### src/design/assert_macros.svh
// Assertion macros, included by the two-class queue design file.
`ifndef ASSERT_MACROS_SVH
`define ASSERT_MACROS_SVH

`ifndef SYNTHESIS

// Property must hold at every rising clock edge outside reset.
`define ASSERT_ALWAYS(label, clk, rst_n, prop) \
    label: assert property (@(posedge clk) disable iff (!rst_n) (prop)) \
        else $error("assertion failed");

// Implication that must hold outside reset.
`define ASSERT_IMPLY(label, clk, rst_n, ante, cons) \
    label: assert property (@(posedge clk) disable iff (!rst_n) (ante) |-> (cons)) \
        else $error("assertion failed");

// Implication whose consequence is checked in the next cycle.
`define ASSERT_NEXT(label, clk, rst_n, ante, cons) \
    label: assert property (@(posedge clk) disable iff (!rst_n) (ante) |=> (cons)) \
        else $error("assertion failed");

`else

`define ASSERT_ALWAYS(label, clk, rst_n, prop)
`define ASSERT_IMPLY(label, clk, rst_n, ante, cons)
`define ASSERT_NEXT(label, clk, rst_n, ante, cons)

`endif

`endif

### src/design/tcfsd_pkg.sv
`timescale 1ns / 1ps

package tcfsd_pkg;

    localparam int DEPTH        = 16;
    localparam int PAYLOAD_BITS = 32;
    localparam int CNT_W        = $clog2(DEPTH + 1);

    typedef enum logic [1:0] {
        CMD_ENQ     = 2'd0,
        CMD_DEQ_ANY = 2'd1,
        CMD_DEQ_CAT = 2'd2,
        CMD_DEQ_DOG = 2'd3
    } t_cmd;

    typedef enum logic [1:0] {
        ST_OK    = 2'd0,
        ST_NONE  = 2'd1,
        ST_FULL  = 2'd2,
        ST_UNUSED = 2'd3
    } t_status;

    typedef struct packed {
        logic                    cls;
        logic [PAYLOAD_BITS-1:0] payload;
    } t_entry;

    typedef struct packed {
        logic enq;
        logic deq;
        logic any;
        logic want;
    } t_cell_ctl;

endpackage

### src/design/tcfsd_cell.sv
`timescale 1ns / 1ps

module tcfsd_cell (
    input  logic                i_clk,
    input  tcfsd_pkg::t_cell_ctl i_ctl,
    input  logic                i_occ,
    input  logic                i_tail,
    input  tcfsd_pkg::t_entry   i_new,
    input  tcfsd_pkg::t_entry   i_next,
    input  logic                i_found,
    input  tcfsd_pkg::t_entry   i_pick,
    output logic                o_found,
    output tcfsd_pkg::t_entry   o_pick,
    output tcfsd_pkg::t_entry   o_ent
);

    tcfsd_pkg::t_entry r_ent;
    logic              w_match;
    logic              w_first;

    always_comb begin
        w_match        = i_occ & (i_ctl.any | (r_ent.cls == i_ctl.want));
        w_first        = w_match & ~i_found;
        o_found        = i_found | w_match;
        o_pick.cls     = i_pick.cls | (w_first & r_ent.cls);
        o_pick.payload = i_pick.payload
                       | ({tcfsd_pkg::PAYLOAD_BITS{w_first}} & r_ent.payload);
        o_ent          = r_ent;
    end

    always_ff @(posedge i_clk) begin
        if (i_ctl.enq && i_tail) begin
            r_ent <= i_new;
        end else if (i_ctl.deq && o_found) begin
            r_ent <= i_next;
        end
    end

endmodule

### src/design/two_class_fifo_selective_dequeue.sv
`timescale 1ns / 1ps
// Two-class queue with oldest-of-class removal, built as a row of entry cells.
// Request channel: i_valid/o_ready with i_command, i_item_class, i_item_payload.
// Commands enqueue at the tail, remove the oldest entry, or remove the oldest
// entry of class 0 or class 1; younger entries close the gap in the same cycle.
// Result channel: o_valid/i_ready, one result per request, carrying
// o_result_valid, o_out_class, o_out_payload, o_status and o_now_empty.
// The result is registered at the edge that accepts the request. Throughput is
// one request per cycle while results are taken; the compare in every cell and
// the found/pick chain across the row all settle within that cycle.
// A request is taken while the result register is empty or being drained in
// the same cycle, so a stalled receiver holds the result and stops further
// requests until it is taken.
// Reset empties the queue and the result register; entry contents are not
// cleared and are never read before being written.
`include "assert_macros.svh"

module two_class_fifo_selective_dequeue (
    input  logic                                i_clk,
    input  logic                                i_rst_n,
    input  logic                                i_valid,
    output logic                                o_ready,
    input  logic [1:0]                          i_command,
    input  logic                                i_item_class,
    input  logic [tcfsd_pkg::PAYLOAD_BITS-1:0]  i_item_payload,
    output logic                                o_valid,
    input  logic                                i_ready,
    output logic                                o_result_valid,
    output logic                                o_out_class,
    output logic [tcfsd_pkg::PAYLOAD_BITS-1:0]  o_out_payload,
    output logic [1:0]                          o_status,
    output logic                                o_now_empty
);

    localparam int DEPTH = tcfsd_pkg::DEPTH;
    localparam int CNT_W = tcfsd_pkg::CNT_W;

    logic [CNT_W-1:0]        r_count;
    logic [CNT_W-1:0]        n_count;
    logic                    r_out_valid;
    logic                    r_res_valid;
    logic                    r_res_class;
    logic [tcfsd_pkg::PAYLOAD_BITS-1:0] r_res_payload;
    tcfsd_pkg::t_status      r_res_status;
    logic                    r_res_empty;

    logic                    w_accept;
    logic                    w_full;
    logic                    w_hit;
    tcfsd_pkg::t_cmd         w_cmd;
    tcfsd_pkg::t_cell_ctl    w_ctl;
    tcfsd_pkg::t_entry       w_new;
    tcfsd_pkg::t_status      w_status;
    logic                    w_res_valid;
    logic [DEPTH-1:0]        w_occ;
    logic [DEPTH-1:0]        w_tail;
    logic [DEPTH:0]          w_found;
    tcfsd_pkg::t_entry       w_pick [DEPTH+1];
    tcfsd_pkg::t_entry       w_ent  [DEPTH];

    assign o_ready  = !r_out_valid || i_ready;
    assign w_accept = i_valid && o_ready;
    assign w_cmd    = tcfsd_pkg::t_cmd'(i_command);
    assign w_full   = (r_count == CNT_W'(DEPTH));
    assign w_new    = '{cls: i_item_class, payload: i_item_payload};

    always_comb begin
        w_ctl.enq  = w_accept && (w_cmd == tcfsd_pkg::CMD_ENQ) && !w_full;
        w_ctl.deq  = w_accept && (w_cmd != tcfsd_pkg::CMD_ENQ);
        w_ctl.any  = (w_cmd == tcfsd_pkg::CMD_DEQ_ANY);
        w_ctl.want = (w_cmd == tcfsd_pkg::CMD_DEQ_DOG);
    end

    assign w_found[0] = 1'b0;
    assign w_pick[0]  = '0;

    for (genvar g = 0; g < DEPTH; g++) begin : g_cell
        assign w_occ[g]  = (r_count > CNT_W'(g));
        assign w_tail[g] = (r_count == CNT_W'(g));

        tcfsd_cell u_cell (
            .i_clk   (i_clk),
            .i_ctl   (w_ctl),
            .i_occ   (w_occ[g]),
            .i_tail  (w_tail[g]),
            .i_new   (w_new),
            .i_next  ((g == DEPTH - 1) ? w_new : w_ent[(g + 1) % DEPTH]),
            .i_found (w_found[g]),
            .i_pick  (w_pick[g]),
            .o_found (w_found[g+1]),
            .o_pick  (w_pick[g+1]),
            .o_ent   (w_ent[g])
        );
    end

    assign w_hit = w_found[DEPTH];

    always_comb begin
        n_count     = r_count;
        w_status    = tcfsd_pkg::ST_OK;
        w_res_valid = 1'b0;
        if (w_cmd == tcfsd_pkg::CMD_ENQ) begin
            if (w_full) begin
                w_status = tcfsd_pkg::ST_FULL;
            end else begin
                n_count = r_count + CNT_W'(1);
            end
        end else if (w_hit) begin
            w_res_valid = 1'b1;
            n_count     = r_count - CNT_W'(1);
        end else begin
            w_status = tcfsd_pkg::ST_NONE;
        end
    end

    always_ff @(posedge i_clk) begin
        if (!i_rst_n) begin
            r_count     <= '0;
            r_out_valid <= 1'b0;
        end else begin
            if (w_accept) begin
                r_count     <= n_count;
                r_out_valid <= 1'b1;
            end else if (i_ready) begin
                r_out_valid <= 1'b0;
            end
        end
    end

    always_ff @(posedge i_clk) begin
        if (w_accept) begin
            r_res_valid   <= w_res_valid;
            r_res_class   <= w_res_valid & w_pick[DEPTH].cls;
            r_res_payload <= {tcfsd_pkg::PAYLOAD_BITS{w_res_valid}}
                           & w_pick[DEPTH].payload;
            r_res_status  <= w_status;
            r_res_empty   <= (n_count == '0);
        end
    end

    assign o_valid        = r_out_valid;
    assign o_result_valid = r_res_valid;
    assign o_out_class    = r_res_class;
    assign o_out_payload  = r_res_payload;
    assign o_status       = r_res_status;
    assign o_now_empty    = r_res_empty;

    `ASSERT_ALWAYS(a_count_bound, i_clk, i_rst_n, r_count <= CNT_W'(DEPTH))
    `ASSERT_NEXT(a_enq_grows, i_clk, i_rst_n, w_ctl.enq, r_count == $past(r_count) + CNT_W'(1))
    `ASSERT_IMPLY(a_valid_ok, i_clk, i_rst_n, r_out_valid && r_res_valid, r_res_status == tcfsd_pkg::ST_OK)
    `ASSERT_IMPLY(a_empty_match, i_clk, i_rst_n, r_out_valid, r_res_empty == (r_count == '0))

endmodule

### config.mk
export PLATFORM = sky130hd
export DESIGN_NAME = two_class_fifo_selective_dequeue
export DESIGN_NICKNAME = d
export VERILOG_FILES = /design/src/design/tcfsd_pkg.sv /design/src/design/tcfsd_cell.sv /design/src/design/two_class_fifo_selective_dequeue.sv
export VERILOG_INCLUDE_DIRS = /design/src /design/src/design
export SDC_FILE = /design/constraint.sdc
export NUM_CORES = 1
export LEC_CHECK = 0
export BUFFER_PORTS_ARGS = -buffer_cell sky130_fd_sc_hd__buf_2
export CAP_MARGIN = 10
export CORE_MARGIN = 10
export CORE_UTILIZATION = 35
export DETAILED_ROUTE_END_ITERATION = 6
export SYNTH_ARGS = -nofsm -noshare
export SYNTH_HDL_FRONTEND = slang
export SYNTH_SLANG_ARGS = --single-unit
### constraint.sdc
create_clock -name i_clk -period 6.9 [get_ports i_clk]
set_input_delay 1.035 -clock i_clk [delete_from_list [all_inputs] [get_ports i_clk]]
set_output_delay 1.035 -clock i_clk [all_outputs]
set_load 0.05 [all_outputs]
==> summary.txt <==
Outcome
  – Outcome: finished clean

Drt
  – Pre-antenna DRT Iters: 6
  – DRC Markers: 0
  – DR iter-0 viols: 2,410
  – Post-route antenna net violation count: 0
  – Final WL: 91.90 mm
  – Vias after detailed routing: 19,630
  – Routed via count divided by cell count: 6.129
  – WL/cell: 28.69 um

Finish
  – P&R area growth vs syn: 13.46%
  – Post-route cell area: 32,920 sq um
  – Ratio of cells with drive above 1 in the final layout: 0.3708
  – Post-Route Utilization: 0.4009
  – Ant diodes: 0
  – Nets: 2,130

Synth
  – Syn Inst Count: 2,071
  – Post-synth EDFFs: 565
  – Ys async rst share: 0
  – Synth unique cells: 67
  – Top cell type's share of synthesized area: 0.5848
  – Synthesized area: 29,010 sq um
  – Synth area leader: edfxtp_1
  – Post-Syn Nets: 2,116
  – Sequential area share after synthesis: 0.5890
  – Ranking of synthesized cells by area: edfxtp_1 58%, mux2_2 19%, nand4_1 2.8%, a221oi_1 2.0%, clkbuf_1 1.9%
  – Seq cells post-synth: 571
  – Syn avg cell area: 14.01 sq um
  – Yosys warns: 0
  – Top FF cell, synth: edfxtp_1

Floorplanning
  – Initial Util: 0.3533
  – FP Rows: 105
  – Top Ports: 78
  – Chip Width: 307.9 um
  – Die height: 307.9 um
  – Core ar.: 82,110 sq um
  – Die Area: 94,800 sq um

Power and ir drop
  – P_int: 7.478 mW
  – Clk pwr share: 0.314
  – VDD IR max: 0.1628 mV
  – Sequential fraction of design power: 0.434
  – Comb power frac: 0.252
  – Power per standard cell area: 339.4 nW/um^2
  – Switching share of power: 0.3306
  – Leak: 10.81 nW
  – Sw power: 3.694 mW

Min path
  – Hold Path Depth: 2
  – Hold Path End: o_valid
  – Min-delay src: o_valid
  – Hold WC Path Type: flop to flop

STA
  – Clk_skew: 20.64 ps
  – Fmax: 198.3 MHz
  – Pins Over Slew Limit: 0
  – Tightest Pin Transition: 1296 ps
  – Max_slew headroom: 0.1341
  – Tcrit/Tclk final: 0.7309
  – Setup TNS: 0 ps
  – Final Setup Violations: 0
  – Hold Fails Final Rpt: 0
  – Fin Hold WS: 535.0 ps
  – RSZ-0062 raised after global routing: false
  – Minimum clock period: 5043 ps

Worst setup path
  – Number of cells on the worst reg-to-reg path: 9
  – Crit path launch type: flop
  – Crit path max fanout: 65
  – Setup CP Type: flop to flop
  – R2r setup slk: 1860 ps
  – Worst Path Required: 7150 ps
  – Worst R2R End: g_cell[7].u_cell.o_ent[6]
  – FF-to-FF Start: r_count[1]
  – Crit. End Element: flop
  – Critical path arrival: 5300 ps

Clock tree
  – Max clock buf depth: 3
  – CTS Buf Count: 67
  – Post-CTS setup buffers: 0
  – Hold-fix buffers, CTS: 0
  – CTS tree: done
  – Root buffer cell: clkbuf_16
  – H-tree levels: 3
  – Clock sinks: 571
  – Clock Latency Late Sink: 600 ps
  – CTS clk-pin slew, worst paths: 60 ps
  – Post_cts resized: 0

Place
  – RD Place Congestion: 0.8568
  – Post-DP Area: 30,800 sq um
  – DP HPWL: 56.82 mm
  – Input/output buffers: 77

Flow run
  – Max cap viols: 0

GRT
  – Total gr overflow: 0
  – Initial antenna violation count: 5
  – GRT Overall Usage: 0.1888
  – First-pass GRT wire length: 135.1 mm
  – Largest net degree at the start of global routing: 66
  – Vias in the first global route: 19,490
-- worst max path at each step --
stage,from,slack (ps),end
after floorplan,i_ready,1190,g_cell[4].u_cell.o_ent[0]
final,r_count[1],1860,g_cell[7].u_cell.o_ent[6]
after detailed placement,i_command[0],1670,g_cell[14].u_cell.o_ent[17]
after global routing,r_count[1],1570,g_cell[14].u_cell.o_ent[18]
after global placement,i_command[0],1770,g_cell[14].u_cell.o_ent[17]
after CTS,r_count[1],1910,g_cell[7].u_cell.o_ent[9]
-- cells in the final DEF, fill, tap and decap left out, drive strengths merged, types with 11 or more instances in the layout --
master    n
nand3    44
a22o     34
buf     140
nor2     28
clkinv   24
inv      11
nor3     18
and2     69
clkbuf   85
o21ai    18
a21oi    23
a22oi    34
a221oi   65
o21a     35
nand2    55
mux2    496
or4      35
and3     28
nor4b    30
edfxtp  565
a222oi   35
nand4   131
-- critical path: stages (launching register included) --
cell and delay, ps:
dfxtp_1 730, clkinv_1 470, ha_1 490, nor4bb_1 220, o32a_1 440, or2_1 560
and4_2 410, buf_4 340, o21ai_4 540, buf_4 420
-- registers in the layout, summed over array words and instances, names as in the netlist --
name                 flops
o_now_empty              1
g_cell.u_cell.o_ent    528
o_out_class              1
o_status                 2
o_result_valid           1
r_count                  5
o_valid                  1
o_out_payload           32
-- power groups by stage --
stage	combinational [mW]	clock (mW)	sequential (mW)
4_1_cts	2.80	3.57	4.85
6_report	2.82	3.50	4.85
2_1_floorplan	1.54	0	5.02
3_3_place_gp	2.75	0	4.90
5_1_grt	2.97	3.69	4.90
3_5_place_dp	2.79	0	4.91
-- synthesized netlist by cell type (17+ instances only) --
cell,count
buf_2,38
a22oi_1,34
a221oi_1,65
a21oi_1,23
a222oi_1,35
edfxtp_1,565
nand2_1,55
nor3_1,17
a22o_1,34
o21ai_0,18
nand4_1,131
nor4b_1,29
and2_1,69
and3_1,28
o21a_1,35
nor2_1,28
mux2_2,496
clkbuf_1,149
or4_1,35
nand3_1,44
-- final cells by class --
cell class	instances	area (sq um)
fill	7518	49190
clock inverter	32	287.8
tap	1070	1339
inverter	11	41.29
timing repair buffer	140	858.3
sequential	571	17090
multi-input combinational	1294	11470
clock buffer	85	1829
-- metal layers --
metal / vias to the layer above / track usage / part of all wire
met3: 152 / 0.03577 / 0.080
met5: - / 0 / 0.00023
met2: 915 / 0.3046 / 0.47
met4: 4 / 0.05601 / 0.027
li1: 8427 / - / -
met1: 10130 / 0.2554 / 0.42
-- per-stage QoR --
stage / cells / setup WS [ps] / power [mW]
finish: 3203 / 1857 / 11.17
global route: 3203 / 1565 / 11.57
CTS: 3203 / 1908 / 11.22
detailed placement: 3086 / 1667 / 7.701
global placement: 3086 / 1766 / 7.649
floorplan: 2071 / 1186 / 6.565
-- logic make-up after synthesis --
kind of cell,synth area share
DFF,0.5890
and+or+nand+nor,0.1042
muxes,0.1932
adders and majority gates,0.002588
buffers and inverters,0.02829
AOI/OAI and AO/OA,0.08268
(Power assumes the default switching activity.)
